===== src/design/lfsa_pkg.sv =====
// ----------------------------------------------------------------------------
// lfsa_pkg
// shared types, constants and helpers for the lowest free slot allocator
// ----------------------------------------------------------------------------
package lfsa_pkg;

    localparam int SLOTS_DEF  = 1024;
    localparam int SLOT_W     = 10;
    localparam int HW_W       = 11;
    localparam int WORD_W     = 32;
    localparam int BIT_W      = 5;
    localparam logic [HW_W-1:0] POOL_RESET = 11'd1024;

    typedef logic [1:0] status_t;
    localparam status_t ST_OK   = 2'd0;
    localparam status_t ST_FULL = 2'd1;
    localparam status_t ST_BAD  = 2'd2;

    localparam logic CMD_ALLOC   = 1'b0;
    localparam logic CMD_RELEASE = 1'b1;

    typedef enum logic [1:0] {
        S_IDLE,
        S_READ,
        S_WRITE
    } state_t;

    // index of the lowest set bit, 31 when none is set
    function automatic logic [BIT_W-1:0] lowest_bit32(input logic [WORD_W-1:0] v);
        logic [BIT_W-1:0] r;
        r = 5'd31;
        for (int i = WORD_W - 1; i >= 0; i--) begin
            if (v[i]) begin
                r = 5'(i);
            end
        end
        return r;
    endfunction

endpackage


===== src/design/lfsa_ram.sv =====
// ----------------------------------------------------------------------------
// lfsa_ram
// generic single write port ram with one registered read port
// ----------------------------------------------------------------------------
module lfsa_ram #(
    parameter int WIDTH = 32,
    parameter int DEPTH = 32,
    parameter int AW    = (DEPTH > 1) ? $clog2(DEPTH) : 1
) (
    input  logic             clk,
    input  logic             we,
    input  logic [AW-1:0]    waddr,
    input  logic [WIDTH-1:0] wdata,
    input  logic             re,
    input  logic [AW-1:0]    raddr,
    output logic [WIDTH-1:0] rdata
);

    logic [WIDTH-1:0] mem [DEPTH];

    always_ff @(posedge clk) begin
        if (we) begin
            mem[waddr] <= wdata;
        end
        if (re) begin
            rdata <= mem[raddr];
        end
    end

endmodule


===== src/design/lowest_free_slot_allocator.sv =====
// ----------------------------------------------------------------------------
// lowest_free_slot_allocator
// single pool slot allocator: lowest released slot first, else high-water mark
// ----------------------------------------------------------------------------
// order: accept, bitmap read in S_READ, then modify/write in S_WRITE, held until the
//   result register is free; a new request is taken only after the last one commits,
//   since the free bitmap ram is read-modify-written through its registered read
// reset: synchronous, active low; the per-word valid flops clear at once so the
//   bitmap reads as all free-less zeros, no clearing pass; mark 0, pool 1024
module lowest_free_slot_allocator
    import lfsa_pkg::*;
#(
    parameter int SLOTS = SLOTS_DEF
) (
    input  logic              aclk,
    input  logic              aresetn,
    // configuration: pool size
    input  logic              cfg_wr_en,
    input  logic [HW_W-1:0]   cfg_wr_data,
    // request channel
    input  logic              s_valid,
    output logic              s_ready,
    input  logic              s_cmd,
    input  logic [SLOT_W-1:0] s_slot,
    // result channel
    output logic              m_valid,
    input  logic              m_ready,
    output logic [SLOT_W-1:0] m_granted_slot,
    output logic [1:0]        m_status
);

    // bitmap geometry follows the pool depth
    localparam int WORDS = (SLOTS + WORD_W - 1) / WORD_W;
    localparam int WIDX  = (WORDS > 1) ? $clog2(WORDS) : 1;
    localparam logic [HW_W-1:0] SLOTS_LIM = HW_W'(SLOTS);

    // control state
    state_t            state_reg, state_next;
    logic [WORDS-1:0]  summary_reg, summary_next;
    logic [WORDS-1:0]  wvalid_reg, wvalid_next;
    logic [HW_W-1:0]   high_water_reg, high_water_next;
    logic [HW_W-1:0]   pool_size_reg;
    logic              m_valid_reg;

    // captured request and lookup
    logic              cmd_reg;
    logic [SLOT_W-1:0] slot_reg;
    logic [WIDX-1:0]   widx_reg;
    logic              hit_reg;

    // result register
    logic [SLOT_W-1:0] m_granted_reg;
    status_t           m_status_reg;

    // ram side
    logic              ram_re;
    logic              ram_we;
    logic [WIDX-1:0]   ram_raddr;
    logic [WORD_W-1:0] ram_rdata;
    logic [WORD_W-1:0] new_word;

    // modify stage results
    logic [SLOT_W-1:0] granted;
    status_t           status;
    logic              commit;
    logic              out_free;
    logic              accept;

    logic [WORD_W-1:0] word;
    logic [BIT_W-1:0]  low_bit;
    logic [BIT_W-1:0]  sum_low;
    logic [HW_W-1:0]   limit;
    logic              range_bad;

    assign accept   = s_valid && s_ready;
    assign out_free = !m_valid_reg || m_ready;
    assign commit   = (state_reg == S_WRITE) && out_free;

    // ------------------------------------------------------------------
    // sequencer: next state
    // ------------------------------------------------------------------
    always_comb begin
        state_next = state_reg;
        case (state_reg)
            S_IDLE:  if (accept) state_next = S_READ;
            S_READ:  state_next = S_WRITE;
            // hold the modify step until the result register can take the word
            S_WRITE: if (out_free) state_next = S_IDLE;
            default: state_next = S_IDLE;
        endcase
    end

    // sequencer: outputs
    always_comb begin
        s_ready = 1'b0;
        ram_re  = 1'b0;
        case (state_reg)
            S_IDLE:  s_ready = 1'b1;
            S_READ:  ram_re  = 1'b1;
            S_WRITE: ;
            default: ;
        endcase
    end

    // ------------------------------------------------------------------
    // read address: lowest summary word on allocate, the slot's word on release
    // ------------------------------------------------------------------
    assign sum_low = lowest_bit32(WORD_W'(summary_reg));

    always_comb begin
        if (cmd_reg == CMD_ALLOC) begin
            ram_raddr = WIDX'(sum_low);
        end else begin
            ram_raddr = WIDX'(slot_reg[SLOT_W-1:BIT_W]);
        end
    end

    lfsa_ram #(
        .WIDTH (WORD_W),
        .DEPTH (WORDS),
        .AW    (WIDX)
    ) u_free_map (
        .clk   (aclk),
        .we    (ram_we),
        .waddr (widx_reg),
        .wdata (new_word),
        .re    (ram_re),
        .raddr (ram_raddr),
        .rdata (ram_rdata)
    );

    // ------------------------------------------------------------------
    // modify step
    // ------------------------------------------------------------------
    // never-written words read as no slot released
    assign word    = wvalid_reg[widx_reg] ? ram_rdata : '0;
    assign low_bit = lowest_bit32(word);
    assign limit   = (pool_size_reg < SLOTS_LIM) ? pool_size_reg : SLOTS_LIM;
    assign range_bad = ({1'b0, slot_reg} >= high_water_reg) || ({1'b0, slot_reg} >= SLOTS_LIM);

    always_comb begin
        new_word        = word;
        ram_we          = 1'b0;
        granted         = '0;
        status          = ST_OK;
        high_water_next = high_water_reg;
        summary_next    = summary_reg;
        wvalid_next     = wvalid_reg;

        if (cmd_reg == CMD_ALLOC) begin
            if (hit_reg) begin
                // reuse the lowest released slot
                new_word = word & ~(WORD_W'(1) << low_bit);
                ram_we   = 1'b1;
                granted  = SLOT_W'({widx_reg, low_bit});
            end else if (high_water_reg < limit) begin
                // hand out from the top
                granted         = high_water_reg[SLOT_W-1:0];
                high_water_next = high_water_reg + 1'b1;
            end else begin
                status = ST_FULL;
            end
        end else begin
            if (range_bad || word[slot_reg[BIT_W-1:0]]) begin
                status = ST_BAD;
            end else if ((HW_W'(slot_reg) + 1'b1) == high_water_reg) begin
                // top slot back: just lower the mark
                high_water_next = high_water_reg - 1'b1;
            end else begin
                new_word = word | (WORD_W'(1) << slot_reg[BIT_W-1:0]);
                ram_we   = 1'b1;
            end
        end

        if (ram_we) begin
            summary_next[widx_reg] = |new_word;
            wvalid_next[widx_reg]  = 1'b1;
        end

        // only the committing cycle changes anything
        if (!commit) begin
            ram_we          = 1'b0;
            high_water_next = high_water_reg;
            summary_next    = summary_reg;
            wvalid_next     = wvalid_reg;
        end
    end

    // ------------------------------------------------------------------
    // registers
    // ------------------------------------------------------------------
    always_ff @(posedge aclk) begin
        if (!aresetn) begin
            state_reg      <= S_IDLE;
            summary_reg    <= '0;
            wvalid_reg     <= '0;
            high_water_reg <= '0;
            pool_size_reg  <= POOL_RESET;
            m_valid_reg    <= 1'b0;
        end else begin
            state_reg      <= state_next;
            summary_reg    <= summary_next;
            wvalid_reg     <= wvalid_next;
            high_water_reg <= high_water_next;
            if (cfg_wr_en) begin
                pool_size_reg <= cfg_wr_data;
            end
            if (commit) begin
                m_valid_reg <= 1'b1;
            end else if (m_ready) begin
                m_valid_reg <= 1'b0;
            end
        end
    end

    // payload registers, no reset
    always_ff @(posedge aclk) begin
        if (accept) begin
            cmd_reg  <= s_cmd;
            slot_reg <= s_slot;
        end
        if (state_reg == S_READ) begin
            widx_reg <= ram_raddr;
            hit_reg  <= |summary_reg;
        end
        if (commit) begin
            m_granted_reg <= granted;
            m_status_reg  <= status;
        end
    end

    assign m_valid        = m_valid_reg;
    assign m_granted_slot = m_granted_reg;
    assign m_status       = m_status_reg;

    // ------------------------------------------------------------------
    // assertions
    // ------------------------------------------------------------------
    a_we_in_write: assert property (@(posedge aclk) disable iff (!aresetn)
        ram_we |-> (state_reg == S_WRITE) && out_free)
        else $error("bitmap write outside the modify step");

    a_mark_bound: assert property (@(posedge aclk) disable iff (!aresetn)
        high_water_reg <= SLOTS_LIM)
        else $error("high-water mark beyond pool depth");

    a_zero_grant: assert property (@(posedge aclk) disable iff (!aresetn)
        m_valid && (m_status != ST_OK) |-> (m_granted_slot == '0))
        else $error("nonzero slot on a failed request");

    a_accept_read: assert property (@(posedge aclk) disable iff (!aresetn)
        accept |=> (state_reg == S_READ) && ram_re)
        else $error("accepted word not followed by a bitmap read");

    a_result_src: assert property (@(posedge aclk) disable iff (!aresetn)
        $rose(m_valid_reg) |-> $past(state_reg == S_WRITE))
        else $error("result raised outside the modify step");

endmodule

===== config.mk =====
export PLATFORM = sky130hd
export DESIGN_NAME = lowest_free_slot_allocator
export DESIGN_NICKNAME = d
export VERILOG_FILES = /design/src/design/lfsa_pkg.sv /design/src/design/lfsa_ram.sv /design/src/design/lowest_free_slot_allocator.sv
export SDC_FILE = /design/constraint.sdc
export NUM_CORES = 2
export LEC_CHECK = 0
export BUFFER_PORTS_ARGS = -buffer_cell sky130_fd_sc_hd__buf_4
export CORE_UTILIZATION = 40
export CTS_BUF_LIST = sky130_fd_sc_hd__clkbuf_8 sky130_fd_sc_hd__clkbuf_16
export DETAILED_ROUTE_END_ITERATION = 8
export PLACE_DENSITY_LB_ADDON = 0.08
export REMOVE_ABC_BUFFERS = 1
export SYNTH_ARGS = -nofsm -noshare
export SYNTH_HDL_FRONTEND = slang
export SYNTH_SLANG_ARGS = --single-unit

===== constraint.sdc =====
create_clock -name aclk -period 12.3 [get_ports aclk]
set_clock_uncertainty 0.15 [all_clocks]
set_input_delay 0.615 -clock aclk [delete_from_list [all_inputs] [get_ports aclk]]
set_output_delay 0.615 -clock aclk [all_outputs]
set_load 0.05 [all_outputs]

* Word-level counts from Yosys, hierarchy flattened
Memories as Yosys holds them, arrays and structs flattened. A register that Yosys moved wholly into a read port is not among the register bits. Index checks and enable logic that the tools add are counted.
Storage, ports and cells: register bits 118, RAM bits 1024, input bits 27, output and inout bits 14, memories kept 1
Memories:
- u_free_map.mem | words 32, bits a word 32, rd ports 1, clocked after memory_dff 1, write ports 1, RTL line lfsa_ram.sv:19 | logic [WIDTH-1:0] mem [DEPTH];
Operators by class: add/sub/neg operators 3, $lt $le $gt $ge 6, equal/unequal tests 8, shift-type cells 2, mux-type cells 101, bitwise logic cells 4, reductions and logical operators 14
Operators by type and width (number):
- 5-bit two-way mux | 61
- 32-bit two-way mux | 5
- 11-bit two-way mux | 6
- 32-bit OR | 2
- 32-bit OR reduction | 2
- 1-bit by 5-bit << shifter with 32-bit output, first input constant | 2
- 32-bit AND | 1
- 32-bit bitwise mux | 1
- 32-bit NOT | 1
- 10-bit two-way mux | 2
- 1-bit two-way mux | 18
- 5-bit by 6-bit less-than comparator with 1-bit output, second input constant | 2
- 10-bit by 1-bit adder with 11-bit output, second input constant | 1
- 11-bit by 1-bit adder with 11-bit output, second input constant | 1
- 11-bit == test | 1
- 10-bit by 11-bit greater-or-equal comparator with 1-bit output | 1
- 11-bit less-than comparator | 1
- 11-bit less-than comparator, second input constant | 1
- 11-bit by 1-bit subtractor with 11-bit output, second input constant | 1
- 1-bit binary-select mux with 5-bit select | 2
- 2-bit two-way mux | 4
- 2-bit inequality test, second input constant | 4
- 2-bit case mux with 3 select lines | 1
- 1-bit demux with 5-bit select | 1
- other kinds (11) | 16

* Logic depth before layout (Yosys ltp)
depth in word-level cells 41, mapped depth 16, mapped depth without buffers 12

* Modules after synthesis
A second synthesis with hierarchy kept.
Second synthesis, totals: cells, all modules 3187, area, all modules 48740.5 um^2
By module, submodules not included:
- lfsa_ram | instances 1, cells each 2260, area an instance 40805.4 um^2
- lowest_free_slot_allocator | instances 1, cells each 927, area an instance 7935.1 um^2

* Least setup slack after synthesis
Ideal clock, no wire load.
path kind register to register, start point register slot_reg[1], end point register summary_reg[27], setup time 81 ps, arrival 5327 ps, required time 12069 ps, setup slack 6741 ps, stages on the path, launching flop included 14, buffers on the path 3, path through edfxtp_1 > buf_2 > mux4_2 > nor2_1 > or4_1 > nand4_1 > a221oi_2 > buf_2 > a31o_2 > nand2_1 > clkbuf_1 > nor3_1 > o21ai_0 > a31oi_1
Between the ends: longest elaborated chain between the ends 7, elaborated cells on any way between the ends 17
Ends and longest elaborated chain:
- from (decl) | RTL line lowest_free_slot_allocator.sv:47 | logic [SLOT_W-1:0] slot_reg;
- from (signal assigned) | RTL line lowest_free_slot_allocator.sv:220 | slot_reg <= s_slot;
- 10-bit by 1-bit adder with 11-bit output (tied with other cells) | RTL line lowest_free_slot_allocator.sv:166 | end else if ((HW_W'(slot_reg) + 1'b1) == high_water_reg) begin
- 11-bit == test (tied with other cells) | RTL line lowest_free_slot_allocator.sv:166
- 32-bit two-way mux / 1-bit logical OR (equally long branches) | RTL line lowest_free_slot_allocator.sv:166, lowest_free_slot_allocator.sv:164
- 32-bit two-way mux | RTL line lowest_free_slot_allocator.sv:164 | if (range_bad || word[slot_reg[BIT_W-1:0]]) begin
- 32-bit two-way mux | RTL line lowest_free_slot_allocator.sv:150 | if (cmd_reg == CMD_ALLOC) begin
- 32-bit OR reduction | RTL line lowest_free_slot_allocator.sv:176 | summary_next[widx_reg] = |new_word;
- 32-bit bitwise mux | RTL line lowest_free_slot_allocator.sv:176
- to (signal assigned) | RTL line lowest_free_slot_allocator.sv:202 | summary_reg <= summary_next;
- to (decl) | RTL line lowest_free_slot_allocator.sv:39 | logic [WORDS-1:0] summary_reg, summary_next;
Several ways; a longest one is shown, not always the timed one. The select of a mux whose other input is x is not followed. A chain may end at the register's enable or synchronous reset.

* Worst setup path after layout
start point register slot_reg[2], end point register summary_reg[0]
Between the ends: longest elaborated chain between the ends 7, elaborated cells on any way between the ends 17
Ends and longest elaborated chain:
- 10-bit by 1-bit adder with 11-bit output (tied with other cells) | RTL line lowest_free_slot_allocator.sv:166
- 11-bit == test (tied with other cells) | RTL line lowest_free_slot_allocator.sv:166
- 32-bit two-way mux / 1-bit logical OR (equally long branches) | RTL line lowest_free_slot_allocator.sv:166, lowest_free_slot_allocator.sv:164
- 32-bit two-way mux (*) | RTL line lowest_free_slot_allocator.sv:164
- 32-bit two-way mux (*) | RTL line lowest_free_slot_allocator.sv:150
- net new_word[9] | RTL line lowest_free_slot_allocator.sv:60 | logic [WORD_W-1:0] new_word;
- 32-bit OR reduction (*) | RTL line lowest_free_slot_allocator.sv:176
- 32-bit bitwise mux (*) | RTL line lowest_free_slot_allocator.sv:176
The timed path passes the listed nets; every way through them passes the cells marked *. The select of a mux whose other input is x is not followed.

==> flow_summary_export.csv <==
group,metric,value,unit
synthesis,synth-async-reset-ratio,0,%
synthesis,netlist_instances,3427,
synthesis,syn_area,0.0502,mm²
cells_and_area,largest_reg_flops,1024,
routing,wl,160,mm
clock_tree,insertion_delay,0.76,ns
sta,max_freq,165,MHz
routing,wl_met2,74.4,mm
global_routing,grt_use_total,25.1,%
critical_path,crit_required,12.76,ns
sta,rsz0062_at_grt,"false",
critical_path,end_kind,"register",
synthesis,synth_warnings,0,
floorplan,die_width,356,µm
routing,drcViolationCount,8,
placed_design,dp_cells,4977,
routing,firstDrtPassIters,9,
clock_tree,cts_max_level,4,
critical_path,critPathLaunch,"slot_reg[2]",
routing,wl_per_cell,30.6,µm
cells_and_area,final_core_util,46.0,%
routing,wl_met1,72.1,mm
critical_path,crit_fanout,33,
floorplan,rows,129,
pwr,ir_drop,0.000140,V
routing,drtAntennaViolNets,0,
global_routing,grt_pass1_wl,227,mm
floorplan,die_area,0.127,mm²
critical_path,cp-start-kind,"register",
pwr,leakage,19.1,nW
outcome,violations,"DRC",
critical_path,arrival,6.54,ns
placed_design,hpwl,94.5,mm
global_routing,antenna_found_initial,9,
cells_and_area,nets,3560,
sta,setup_violations,0,
routing,first_iter_violations,3504,
floorplan,initial_core_util,40.4,%
synthesis,synth.most_common_cell,"edfxtp_1",
floorplan,die_h,356,µm
clock_tree,cts_made_buffers,132,
worst_hold_path,hold_path_end,"m_valid",
sta,post-route-period-util,49.4,%
critical_path,reg2reg_depth,12,
outcome,outcome,"complete, but fails checks",
synthesis,yosysTopAreaCell,"edfxtp_1",
critical_path,max_stage_delay,0.96,ns
job,drv_cap,0,
pwr,powerDensity,155,mW/mm²
cells_and_area,drive_above_1_share,15.0,%
floorplan,core_area,0.124,mm²
synthesis,synthTopCellsByCount,"edfxtp_1 (1085), mux2i_1 (360), nand2_1 (306)",
synthesis,ys_seq_elements,1174,
global_routing,grt_max_degree,133,
synthesis,ys.flop_type,"edfxtp_1",
critical_path,crit_top_cell,"nor4_4",
global_routing,grt_pass1_vias,30954,
critical_path,slowest_stage,"edfxtp_1",
clock_tree,post_cts_resized,0,
routing,route.met3.wl,9.95,mm
cells_and_area,stdcell_count,5239,
clock_tree,clock_sinks,1174,
cells_and_area,area_growth,13.8,%
sta,layout_min_cycle_time,6.08,ns
synthesis,synth_top_area_share,64.9,%
synthesis,synth.yosys.seq_area_share,68.5,%
placed_design,place.gp.congestion,0.923,
sta,relSlewSlack,7.99,%
synthesis,synth-edff-count,1085,
clock_tree,clk_path_buf_depth,3,
worst_hold_path,hold_path_class,"in -> reg",
worst_hold_path,worstHoldStart,"m_ready",
routing,viasPerCell,6.01,
routing,num_vias,31463,
worst_hold_path,min_path_cells,3,
critical_path,r2r_setup_slack,6.22,ns
synthesis,synth_area_leaders,"edfxtp_1 (65%), mux2i_1 (7.2%), dfxtp_1 (3.6%)",
global_routing,grt_remaining_overflow,0,
cells_and_area,top_register,"u_free_map.mem",
sta,final-hold-violation-count,0,
sta,drv_slew,0,
critical_path,cp_cell_sequence,"clkinv_1 -> ha_1 -> xnor2_1 -> or4_4 -> nor4_4 -> nand2_2 -> and4_1 -> a32o_1 -> or3_1 -> nor4_4 -> buf_4 -> a31oi_1",
cells_and_area,n_fill_cell,10706,
critical_path,critPathKind,"reg -> reg",
synthesis,synth.avg_cell_area,14.6,µm²
clock_tree,cts.reportedPaths.clkPinSlew,0.06,ns
floorplan,ios,41,
clock_tree,cts_root_buf,"clkbuf_16",
critical_path,timing.rr.end,"summary_reg[0]",
critical_path,timing.rr.start,"slot_reg[2]",
synthesis,synth_cell_types,78,
routing,top_layer,"met4",
placed_design,port-buffer-count,40,
sta,worst_pin_slew,1.38,ns
clock_tree,cts_tree,"yes",
-- logic make-up (layout without fill, tap and decap cells) --
kind of cell	Yosys count	after routing	synth area share, %
fa+ha+maj	36	36	0.913
xor+xnor	19	19	0.332
mux	487	487	11.5
compound gates	617	617	9.05
other cells	0	1	0
buf+inv	276	450	2.22
simple gates	818	818	7.53
flops	1174	1174	68.5
-- where the power goes --
group	internal, mW	leakage, nW	total (mW)	switching [mW]
clock	2.10	2.15	3.69	1.59
combinational	0.227	6.34	0.707	0.481
sequential	4.41	10.6	4.45	0.0410
total	6.73	19.1	8.84	2.11
-- placed cells by master (no fill, tap or decap), types with 13 or more instances in the layout --
master and instances:
edfxtp_1 1085, mux2i_1 360, nand2_1 305, nor2_1 178, buf_4 139, clkbuf_16 136, dfxtp_1 89, inv_1 81
and2_1 77, a211oi_1 74, a31oi_1 70, a311oi_1 67, nand3_1 65, mux4_2 64, mux2_2 63, a21oi_1 61
o21ai_0 59, nor3_1 44, a22oi_1 37, o31ai_1 36, a221oi_1 35, o211ai_1 35, ha_1 35, a222oi_1 32
nor2_4 25, nor4_1 24, dlygate4sd3_1 23, clkinv_1 22, clkinv_2 20, nand2b_1 18, a21o_1 13
-- metrics by stage --
stage               setup TNS [ns]  setup WS, ns  instance area [µm²]  total power [mW]  hold slack, ns
floorplan                 -1769.87        -53.66                49200              5.10           0.290
global placement                 0          6.48                52800              5.23           0.310
detailed placement               0          6.42                52800              5.23           0.312
CTS                              0          6.38                57100              8.92        0.000293
global route                     0          6.06                57100              9.11          0.0334
finish                           0          6.22                57100              8.84          0.0422
-- layout make-up --
cell class	count	area, µm²	share of cell area, %
clock inverters	97	582	1.02
diodes	1	2.50	0.00438
repair buffers	165	1330	2.34
flip-flops and latches	1174	34400	60.2
multi-input cells	1977	15100	26.5
inverters	47	188	0.329
well taps	1637	2050	3.59
clock buffers	141	3470	6.08
-- worst max-delay path, delay by kind of cell, from the launching register on --
kind | cells | cell delay (ns)
fa+ha+maj | 1 | 0.47
simple gates | 6 | 2.40
xor+xnor | 1 | 0.13
buf+inv | 2 | 0.97
flops | 1 | 0.96
compound gates | 2 | 0.81
-- how the worst max path moves through the flow --
stage | end | slack [ns] | cells after the start
2_1_floorplan | u_free_map.rdata[0] | -53.66 | 6
3_3_place_gp | summary_reg[8] | 6.48 | 12
3_5_place_dp | summary_reg[4] | 6.42 | 11
4_1_cts | summary_reg[4] | 6.38 | 11
5_1_grt | summary_reg[12] | 6.06 | 12
6_report | summary_reg[0] | 6.22 | 12
-- layer usage --
metal / vias up / track usage (%)
li1: 13632 / -
met1: 16409 / 36.1
met2: 1188 / 39.6
met3: 234 / 3.72
met4: 0 / 7.06
met5: - / 0
-- repair_timing --
item | 4_1_cts | 5_1_grt
hold buffers | 23 | 0
hold endpoints to repair | 23 | 0
setup buffers | 0 | 0
(Power assumes the default switching activity.)
